[config.mk]
export PLATFORM = sky130hd
export DESIGN_NAME = indexed_list_engine
export DESIGN_NICKNAME = d
export VERILOG_FILES = /design/src/ile_pkg.sv /design/src/ile_cell.sv /design/src/indexed_list_engine.sv
export SDC_FILE = /design/constraint.sdc
export NUM_CORES = 2
export LEC_CHECK = 0
export BUFFER_PORTS_ARGS = -buffer_cell sky130_fd_sc_hd__buf_2
export CAP_MARGIN = 10
export CORE_UTILIZATION = 30
export DETAILED_ROUTE_END_ITERATION = 16
export PLACE_DENSITY = 0.52
export SYNTH_ARGS = -nofsm -noshare
export SYNTH_HDL_FRONTEND = slang
export SYNTH_SLANG_ARGS = --single-unit
[constraint.sdc]
create_clock -name clock -period 7.44 [get_ports clock]
set_input_delay 1.488 -clock clock [delete_from_list [all_inputs] [get_ports clock]]
set_output_delay 1.488 -clock clock [all_outputs]
set_load 0.02 [all_outputs]
[src/ile_pkg.sv]
// Shared types and constants for the indexed list engine.
`timescale 1ns / 1ps

package ile_pkg;

   // List capacity and derived widths
   localparam int DEPTH = 16;
   localparam int IDX_W = (DEPTH > 1) ? $clog2(DEPTH) : 1;
   localparam int CNT_W = $clog2(DEPTH + 1);
   // Common width for index and count compares (at least the request index width)
   localparam int CMP_W = (CNT_W > 5) ? CNT_W : 5;

   localparam int DATA_W = 32;

   // Request command codes
   typedef enum logic [2:0] {
      CMD_PUSH   = 3'd0,
      CMD_POP    = 3'd1,
      CMD_INSERT = 3'd2,
      CMD_REMOVE = 3'd3,
      CMD_READ   = 3'd4,
      CMD_FIND   = 3'd5
   } cmd_type;

   // Response status codes
   typedef enum logic [2:0] {
      ST_OK       = 3'd0,
      ST_FULL     = 3'd1,
      ST_EMPTY    = 3'd2,
      ST_RANGE    = 3'd3,
      ST_NOTFOUND = 3'd4
   } status_type;

   // Update applied by every cell of the chain
   typedef enum logic [1:0] {
      OP_HOLD   = 2'd0,
      OP_PUSH   = 2'd1,
      OP_INSERT = 2'd2,
      OP_REMOVE = 2'd3
   } cell_op_type;

   // Broadcast from the control to the cells
   typedef struct packed {
      cell_op_type        op;
      logic [CMP_W-1:0]   pos;
      logic [CMP_W-1:0]   fill;
      logic [DATA_W-1:0]  item;
   } cell_ctrl_type;

endpackage

[src/ile_cell.sv]
// One list slot: holds an entry, shifts with its neighbors, compares for find.
`timescale 1ns / 1ps

module ile_cell (
   input  logic                       clock,
   input  ile_pkg::cell_ctrl_type     ctrl,
   input  logic [ile_pkg::IDX_W-1:0]  cell_idx,
   input  logic [ile_pkg::DATA_W-1:0] lower_data,
   input  logic [ile_pkg::DATA_W-1:0] upper_data,
   output logic [ile_pkg::DATA_W-1:0] data_out,
   output logic                       match
);

   logic [ile_pkg::DATA_W-1:0] data_ff;
   logic [ile_pkg::DATA_W-1:0] data_in;
   logic                       we;
   logic [ile_pkg::CMP_W-1:0]  my_idx;

   assign my_idx = ile_pkg::CMP_W'(cell_idx);

   // Pick the new content for this slot
   always_comb begin
      we      = 1'b0;
      data_in = ctrl.item;
      case (ctrl.op)
         ile_pkg::OP_PUSH: begin
            we = (my_idx == ctrl.fill);
         end
         ile_pkg::OP_INSERT: begin
            if (my_idx == ctrl.pos) begin
               we = 1'b1;
            end else if (my_idx > ctrl.pos && my_idx <= ctrl.fill) begin
               we      = 1'b1;
               data_in = lower_data;
            end
         end
         ile_pkg::OP_REMOVE: begin
            if (my_idx >= ctrl.pos && (my_idx + 1'b1) < ctrl.fill) begin
               we      = 1'b1;
               data_in = upper_data;
            end
         end
         default: begin
            we = 1'b0;
         end
      endcase
   end

   // Entry storage, no reset
   always_ff @(posedge clock) begin
      if (we) begin
         data_ff <= data_in;
      end
   end

   assign data_out = data_ff;
   assign match    = (my_idx < ctrl.fill) && (data_ff == ctrl.item);

endmodule

[src/indexed_list_engine.sv]
// Top level of the indexed list engine: command decode, cell chain, response register.
`timescale 1ns / 1ps

// Fixed-capacity ordered list of DEPTH (16) signed 32-bit words held in a row of
// cells, one entry per cell. For each request (push, pop, insert, remove, read, find)
// all cells shift, load or compare in parallel, and the response
// lands in an output register, so a new request is taken every cycle while the
// response side does not stall. Every response carries the count after the
// request, an empty flag and a status; a failing request leaves the list as it is.
// Reset clears the fill count and the response valid flag; no clearing pass is needed.
module indexed_list_engine (
   input  logic               clock,
   input  logic               reset,
   input  logic               req_valid,
   output logic               req_stall,
   input  logic [2:0]         req_cmd,
   input  logic [4:0]         req_position_in,
   input  logic signed [31:0] req_item,
   output logic               rsp_valid,
   input  logic               rsp_stall,
   output logic signed [31:0] rsp_value,
   output logic [3:0]         rsp_found_position,
   output logic [2:0]         rsp_status,
   output logic [4:0]         rsp_count,
   output logic               rsp_is_empty
);

   localparam int CW = ile_pkg::CMP_W;

   logic                        req_acc;
   logic [ile_pkg::CNT_W-1:0]   fill_ff;
   logic [ile_pkg::CNT_W-1:0]   fill_in;
   logic [CW-1:0]               fill_x;
   logic [CW-1:0]               fill_next_x;
   logic [CW-1:0]               pos_x;
   logic [CW-1:0]               rd_x;
   logic [CW-1:0]               fidx_x;
   logic                        full;
   logic                        hit;
   logic [ile_pkg::DATA_W-1:0]  rd_val;
   logic [ile_pkg::DATA_W-1:0]  value_c;
   ile_pkg::status_type         status_c;
   ile_pkg::cell_ctrl_type      ctrl;
   ile_pkg::cell_op_type        op_c;

   logic [ile_pkg::DATA_W-1:0]  cell_data [ile_pkg::DEPTH];
   logic [ile_pkg::DEPTH-1:0]   cell_match;

   logic                        rsp_valid_ff;
   logic                        rsp_valid_in;
   logic [31:0]                 rsp_value_ff;
   logic [3:0]                  rsp_fpos_ff;
   logic [2:0]                  rsp_status_ff;
   logic [4:0]                  rsp_count_ff;
   logic                        rsp_empty_ff;

   // Handshake: take a request whenever the response register can move
   assign req_stall = rsp_valid_ff & rsp_stall;
   assign req_acc   = req_valid & ~req_stall;

   assign fill_x = CW'(fill_ff);
   assign pos_x  = CW'(req_position_in);
   assign full   = (fill_x >= CW'(ile_pkg::DEPTH));

   // Read select: pop takes the last entry, read the requested one
   assign rd_x = (req_cmd == ile_pkg::CMD_POP) ? (fill_x - 1'b1) : pos_x;

   always_comb begin
      rd_val = '0;
      for (int i = 0; i < ile_pkg::DEPTH; i++) begin
         if (CW'(i) == rd_x) begin
            rd_val = cell_data[i];
         end
      end
   end

   // Lowest matching slot
   always_comb begin
      fidx_x = '0;
      for (int i = ile_pkg::DEPTH - 1; i >= 0; i--) begin
         if (cell_match[i]) begin
            fidx_x = CW'(i);
         end
      end
   end
   assign hit = |cell_match;

   // Command decode
   always_comb begin
      status_c    = ile_pkg::ST_OK;
      value_c     = '0;
      op_c        = ile_pkg::OP_HOLD;
      fill_next_x = fill_x;
      case (req_cmd)
         ile_pkg::CMD_PUSH: begin
            if (full) begin
               status_c = ile_pkg::ST_FULL;
            end else begin
               op_c        = ile_pkg::OP_PUSH;
               fill_next_x = fill_x + 1'b1;
            end
         end
         ile_pkg::CMD_POP: begin
            if (fill_x == '0) begin
               status_c = ile_pkg::ST_EMPTY;
            end else begin
               value_c     = rd_val;
               fill_next_x = fill_x - 1'b1;
            end
         end
         ile_pkg::CMD_INSERT: begin
            if (pos_x > fill_x) begin
               status_c = ile_pkg::ST_RANGE;
            end else if (full) begin
               status_c = ile_pkg::ST_FULL;
            end else begin
               op_c        = ile_pkg::OP_INSERT;
               fill_next_x = fill_x + 1'b1;
            end
         end
         ile_pkg::CMD_REMOVE: begin
            if (fill_x == '0) begin
               status_c = ile_pkg::ST_EMPTY;
            end else if (pos_x >= fill_x) begin
               status_c = ile_pkg::ST_RANGE;
            end else begin
               op_c        = ile_pkg::OP_REMOVE;
               fill_next_x = fill_x - 1'b1;
            end
         end
         ile_pkg::CMD_READ: begin
            if (fill_x == '0) begin
               status_c = ile_pkg::ST_EMPTY;
            end else if (pos_x >= fill_x) begin
               status_c = ile_pkg::ST_RANGE;
            end else begin
               value_c = rd_val;
            end
         end
         ile_pkg::CMD_FIND: begin
            if (fill_x == '0) begin
               status_c = ile_pkg::ST_EMPTY;
            end else if (!hit) begin
               status_c = ile_pkg::ST_NOTFOUND;
            end
         end
         default: begin
            status_c = ile_pkg::ST_OK;
         end
      endcase
   end

   // Broadcast to the chain; cells only move on an accepted request
   always_comb begin
      ctrl.op   = req_acc ? op_c : ile_pkg::OP_HOLD;
      ctrl.pos  = pos_x;
      ctrl.fill = fill_x;
      ctrl.item = req_item;
   end

   // Cell chain
   for (genvar g = 0; g < ile_pkg::DEPTH; g++) begin : g_cell
      logic [ile_pkg::DATA_W-1:0] lower_d;
      logic [ile_pkg::DATA_W-1:0] upper_d;
      if (g == 0) begin : g_lo_end
         assign lower_d = req_item;
      end else begin : g_lo
         assign lower_d = cell_data[g-1];
      end
      if (g == ile_pkg::DEPTH - 1) begin : g_up_end
         assign upper_d = '0;
      end else begin : g_up
         assign upper_d = cell_data[g+1];
      end
      ile_cell u_cell (
         .clock      (clock),
         .ctrl       (ctrl),
         .cell_idx   (ile_pkg::IDX_W'(g)),
         .lower_data (lower_d),
         .upper_data (upper_d),
         .data_out   (cell_data[g]),
         .match      (cell_match[g])
      );
   end

   // Fill count
   assign fill_in = req_acc ? ile_pkg::CNT_W'(fill_next_x) : fill_ff;

   always_ff @(posedge clock) begin
      if (reset) begin
         fill_ff <= '0;
      end else begin
         fill_ff <= fill_in;
      end
   end

   // Response register
   assign rsp_valid_in = req_acc | (rsp_valid_ff & rsp_stall);

   always_ff @(posedge clock) begin
      if (reset) begin
         rsp_valid_ff <= 1'b0;
      end else begin
         rsp_valid_ff <= rsp_valid_in;
      end
   end

   always_ff @(posedge clock) begin
      if (req_acc) begin
         rsp_value_ff  <= value_c;
         rsp_fpos_ff   <= (req_cmd == ile_pkg::CMD_FIND && status_c == ile_pkg::ST_OK) ?
                          fidx_x[3:0] : 4'd0;
         rsp_status_ff <= status_c;
         rsp_count_ff  <= fill_next_x[4:0];
         rsp_empty_ff  <= (fill_next_x == '0);
      end
   end

   assign rsp_valid          = rsp_valid_ff;
   assign rsp_value          = rsp_value_ff;
   assign rsp_found_position = rsp_fpos_ff;
   assign rsp_status         = rsp_status_ff;
   assign rsp_count          = rsp_count_ff;
   assign rsp_is_empty       = rsp_empty_ff;

   // Checks
   a_fill_bound: assert property (@(posedge clock) disable iff (reset)
      fill_ff <= ile_pkg::CNT_W'(ile_pkg::DEPTH))
      else $error("fill count above capacity");

   a_fill_idle: assert property (@(posedge clock) disable iff (reset)
      !req_acc |=> $stable(fill_ff))
      else $error("fill count moved without a request");

   a_fail_keeps: assert property (@(posedge clock) disable iff (reset)
      req_acc && (status_c == ile_pkg::ST_FULL || status_c == ile_pkg::ST_EMPTY ||
                  status_c == ile_pkg::ST_RANGE) |=> $stable(fill_ff))
      else $error("failed request changed the fill count");

   a_count_match: assert property (@(posedge clock) disable iff (reset)
      req_acc |=> rsp_valid && rsp_count == CW'(fill_ff) % 32)
      else $error("response count differs from fill");

endmodule
Word level (Yosys, flattened, before mapping)
Index checks and enable logic that the tools add are counted.
W data, S select, Z words.
- register bits: 563
- input bits: 44
- output and inout port bits: 47
- word-level logic and storage cells: 414
- $add $sub $neg: 2
- magnitude comparators: 68
- equal/unequal tests: 69
- muxes and demuxes: 183
- bitwise gates (word level): 5
- reductions and logical operators: 61
- operator list (operator ; number):
    $mux W32 ; 66
    $pmux W32 S2 ; 16
    $eq A32 B32 Y1 ; 16
    $eq A4 B5 Y1 const A ; 24
    $eq A3 B5 Y1 const A ; 12
    $mux W1 ; 51
    $logic_and A1 B1 Y1 ; 49
    $pmux W1 S3 ; 16
    $ge A4 B5 Y1 const A ; 8
    $gt A4 B5 Y1 const A ; 8
    $le A4 B5 Y1 const A ; 8
    $lt A4 B5 Y1 const A ; 8
    $mux W4 ; 8
    $eq A2 B5 Y1 const A ; 6
    $mux W5 ; 6
    $mux W3 ; 7
    $ge A3 B5 Y1 const A ; 4
    $gt A3 B5 Y1 const A ; 4
    $le A3 B5 Y1 const A ; 4
    $logic_not A5 Y1 ; 4
    $lt A3 B5 Y1 const A ; 4
    $mux W2 ; 10
    $pmux W5 S4 ; 1
    $reduce_or A16 Y1 ; 1
    other kinds (30) ; 47

Logic depth before layout (Yosys ltp)
- word-level depth: 22
- gate-level depth with buffers: 16
- mapped depth without buffers: 12

By module
From an unflattened synthesis, not the netlist that was laid out.
- cells, all modules: 6005
- area total of the unflattened synthesis: 56640.6 um2
- by module, submodules not included (module ; instances ; cells each ; area each (um2) ; seq. area each (um2)):
    ile_cell (g_cell[0].u_cell ...) ; 8 ; 354 ; 3126.7 ; 960.9
    ile_cell (g_cell[4].u_cell ...) ; 6 ; 277 ; 3062.9 ; 960.9
    indexed_list_engine ; 1 ; 957 ; 7130.6 ; 1471.4
    ile_cell (g_cell[2].u_cell ...) ; 2 ; 277 ; 3059.2 ; 960.9

Worst setup path after synthesis
No wires, ideal clock.
- kind: input to register
- from: input port req_position_in[0]
- to: register g_cell[5].u_cell.data_ff, in the netlist g_cell[5].u_cell.data_out[0] (enable)
- setup time: 0.472 ns
- arrival time: 6.449 ns
- required time: 6.968 ns
- slack: 0.519 ns
- cell stages on the path: 15
- buffers on the path: 5
- cell sequence: clkbuf_1 -> clkbuf_1 -> inv_1 -> ha_1 -> nand2b_1 -> a21o_1 -> a21boi_1 -> nand4_1 -> a21o_1 -> clkbuf_1 -> buf_2 -> clkbuf_1 -> nand3_1 -> o21ai_0 -> o32ai_1
- longest elaborated chain between the ends: 7
- elaborated cells on any way between the ends: 19
- classes of those cells: order compare: 4; eq/ne: 4; mux: 9; reduce/logical: 2
- ends and longest elaborated chain (what ; line ; RTL):
    start, declared ; indexed_list_engine.sv:17 ; input logic [4:0] req_position_in,
    $ge A5 B5 Y1 ; indexed_list_engine.sv:124 ; end else if (pos_x >= fill_x) begin
    $mux W2 ; indexed_list_engine.sv:124 ;
    $mux W2 ; indexed_list_engine.sv:122 ; if (fill_x == '0) begin
    $pmux W2 S3 ; indexed_list_engine.sv:94 ; case (req_cmd)
    $mux W2 ; indexed_list_engine.sv:155 ; ctrl.op = req_acc ? op_c : ile_pkg::OP_HOLD;
    $eq A2 B2 Y1 / $eq A2 B1 Y1 (equally long branches) ; ile_cell.sv:25 ; case (ctrl.op)
    $pmux W1 S3 * ; ile_cell.sv:25 ;
    named net g_cell[5].u_cell.we ; ile_cell.sv:16 ; logic we;
    end signal, assigned ; ile_cell.sv:52 ; data_ff <= data_in;
    end, declared ; ile_cell.sv:14 ; logic [ile_pkg::DATA_W-1:0] data_ff;
The timed path passes the listed nets; every way through them passes the cells marked *.
A chain may end at the register's enable or synchronous reset.

Worst setup path after layout
- from: register fill_ff[0] in the netlist's numbering
- to: register rsp_value_ff[18], in the netlist rsp_value[18] (data pin)
- longest elaborated chain between the ends: 22
- elaborated cells on any way between the ends: 40
- classes of those cells: add/sub: 1; order compare: 1; eq/ne: 15; mux: 21; reduce/logical: 2
- ends and longest elaborated chain (what ; line ; RTL):
    start, declared ; indexed_list_engine.sv:31 ; logic [ile_pkg::CNT_W-1:0] fill_ff;
    start signal, assigned ; indexed_list_engine.sv:193 ; fill_ff <= fill_in;
    $sub A5 B1 Y5 ; indexed_list_engine.sv:66 ; assign rd_x = (req_cmd == ile_pkg::CMD_POP) ? (fill_x - 1'b1) : pos_x;
    $mux W5 ; indexed_list_engine.sv:66 ;
    $logic_not A5 Y1 ; indexed_list_engine.sv:71 ; if (CW'(i) == rd_x) begin
    $mux W32 (16 in a row) ; indexed_list_engine.sv:71 ;
    $mux W32 ; indexed_list_engine.sv:134 ; end else if (pos_x >= fill_x) begin
    $mux W32 ; indexed_list_engine.sv:132 ; if (fill_x == '0) begin
    $pmux W32 S2 * ; indexed_list_engine.sv:94 ;
    named net value_c, one bit ; indexed_list_engine.sv:41 ; logic [ile_pkg::DATA_W-1:0] value_c;
    end signal, assigned ; indexed_list_engine.sv:210 ; rsp_value_ff <= value_c;
    end, declared ; indexed_list_engine.sv:51 ; logic [31:0] rsp_value_ff;
Marked as above.

==> run metrics <==
Via density between 6 and 7; hold_buf cts 0; # DRC 0; final setup fails 0; HPWL after detailed placement 170 mm; fmax 177 MHz; syn nets 4,613; Pleak 15.2 nW; CP Class reg2reg; run status finished, final reports clean; post-synth cell types 80; CP Max Fanout 13; initial detailed-routing violation count 7,815; chip height 378 um; 1st-pass router iterations 6; min-delay worst type reg2reg; Final Wtd Congestion 1.03; Synth Warn # 0; layout cells sized above 1 0.206; Required @ worst endpoint ~8 ns; Final Max Slew Viols 0; Synth area leaders edfxtp_1, mux2_2, o22ai_1, a21oi_1, xnor2_1; area grow syn2layout 11.4%; via count between 40,000 and 50,000; Total Neg Setup Slack 0 ns; Tmin final 5.65 ns; Critical Path Start Type flop; MaxCap Viol Count 0; Skew-Pair Late Insertion Delay 0.71 ns; Post-synth ARST share 0; CP endpoint kind flop; Nets 4,465; Post-Syn Area 0.0425 mm2; clk_skew 0.0368 ns; Seq/Total Area, Yosys 0.397; Sink Count 563; mean post-synth cell area between 9 and 10 um2; Port Buffers 90; GRT Total Usage 0.331; Slew HR 0.00730; Avg WL per Cell about 38 um; CTS Buffer Depth 3; top_reg_cell synth edfxtp_1; # fillers ~14,000; Starting Density 0.303; Max VDD drop approximately 0.15 mV; I/O Pins around 90; Die Footprint 0.143 mm2; Worst-path clk slew approximately 0.060 ns; PwrDens 184 mW/mm2; Synth Instances 4,559; commonest non-fill, non-tap cell in the layout nor2_1; largest net degree at the start of global routing 184; period utilization 0.759; Least-Margin Pin Slew 1.49 ns; top-area cell type share of the netlist area 0.394; vias in the first global route 38,359; area leader, netlist edfxtp_1; unrepaired setup endpoints after global routing no; critical path data arrival time 6.06 ns; # H-tree levels 3; CTS tree yes; number of flops mapped to enable cells by yosys 557; initial antenna violation count 20; die width 378 um; commonest cells after routing, fill and taps aside nor2_1, edfxtp_1, a21oi_1; total power 8.72 mW; CTS buffer count 70; root buf cell clkbuf_16; Core Rows 137; final WL 243 mm; Antenna Nets Post-Route 0; cts repair resizes 0; global-route wire length before repair approximately 330 mm; grt total ovfl 0; Final Hold Viols 0; core area 0.140 mm2; number of post-CTS setup repair buffers 0; Yosys reg bits 563
-- path summary, 6_finish.rpt --
| kind | start | end | slack, ns | cells past startpoint |
|---|---|---|---|---|
| setup reg to reg | fill_ff[0]$_SDFFE_PP0P_ | rsp_value[18]$_DFFE_PP_ | 1.79 | 12 |
| hold / removal | rsp_valid$_SDFF_PP0_ | rsp_valid$_SDFF_PP0_ | 0.58 | 3 |
| hold reg to reg | rsp_valid$_SDFF_PP0_ | rsp_valid$_SDFF_PP0_ | 0.58 | 3 |
| setup / recovery | fill_ff[0]$_SDFFE_PP0P_ | rsp_value[18]$_DFFE_PP_ | 1.79 | 12 |
-- synthesized netlist by cell type, types with 6 or more instances --
master	instances
and3_1	9
or4_1	6
nor4_1	82
o22ai_1	482
buf_1	62
xnor2_1	261
nor2_1	573
buf_2	61
mux2_2	480
ha_1	10
o221ai_1	14
o211ai_1	9
a22oi_1	80
nand3_1	79
o2111ai_1	6
clkbuf_1	347
a221oi_1	30
a222oi_1	24
a21oi_1	549
a31oi_1	18
nand4_1	87
edfxtp_1	557
a31o_2	6
dfxtp_1	6
a22o_1	42
o31ai_1	13
nand2_1	152
o21ai_1	7
nor3_1	38
nand2b_1	12
inv_1	14
a211oi_1	11
xor2_1	254
nor2_2	6
o21ai_0	77
-- power breakdown --
part | switching, mW | total, mW | internal, mW
clock network | 1.55 | 3.48 | 1.93
registers | 0.0462 | 3.57 | 3.52
logic | 1.10 | 1.67 | 0.575
total | 2.69 | 8.72 | 6.02
-- state kept, by name, summed over array words and instances, names as in the netlist --
name and count:
g_cell.u_cell.data_out 512, rsp_value 32, fill_ff 5, rsp_count 5
rsp_found_position 4, rsp_status 3, rsp_is_empty 1, rsp_valid 1
-- cell families after synthesis --
family	synth area share
fa+ha+maj	0.00295
mux	0.128
simple gates	0.116
compound gates	0.204
flops	0.397
xor+xnor	0.106
buf+inv	0.0463
-- routing by layer --
metal / wire length, um / global-route usage / part of all wire
met1: 96200 / 0.455 / 0.40
met2: 99300 / 0.469 / 0.41
met3: 30800 / 0.0819 / 0.13
met4: 16500 / 0.187 / 0.068
met5: 134 / 0 / 0.00055
-- layout make-up --
cell class,count,area [um2],area share
Antenna cell,5,12.5,0.000265
Clock buffer,83,1820,0.0385
Clock inverter,40,350,0.00741
Inverter,17,63.8,0.00135
Multi-Input combinational cell,3502,24000,0.508
Sequential cell,563,16800,0.356
Tap cell,1876,2350,0.0496
Timing Repair Buffer,257,1840,0.0390
-- critical path: stages, from the launching register on --
cell,delay [ns]
dfxtp_1,0.66
inv_1,0.34
ha_1,0.35
nor3b_1,0.17
xnor2_1,0.23
buf_4,0.21
a31oi_2,0.42
nor2_1,0.64
nand3_1,0.59
o21ai_0,1.08
nor3_1,0.19
a222oi_1,0.33
a21oi_1,0.14
-- per-stage QoR --
step,cells,utilization,worst slack [ns],hold slack [ns],cell area [um2]
finish,6343,0.338,1.79,0.576,47300
global route,6338,0.338,1.70,0.637,47300
CTS,6338,0.338,1.95,0.581,47300
detailed placement,6215,0.322,1.37,0.566,45100
global placement,6215,0.322,1.40,0.547,45100
floorplan,4559,-,0.519,0.603,42500
(Power assumes the default switching activity.)
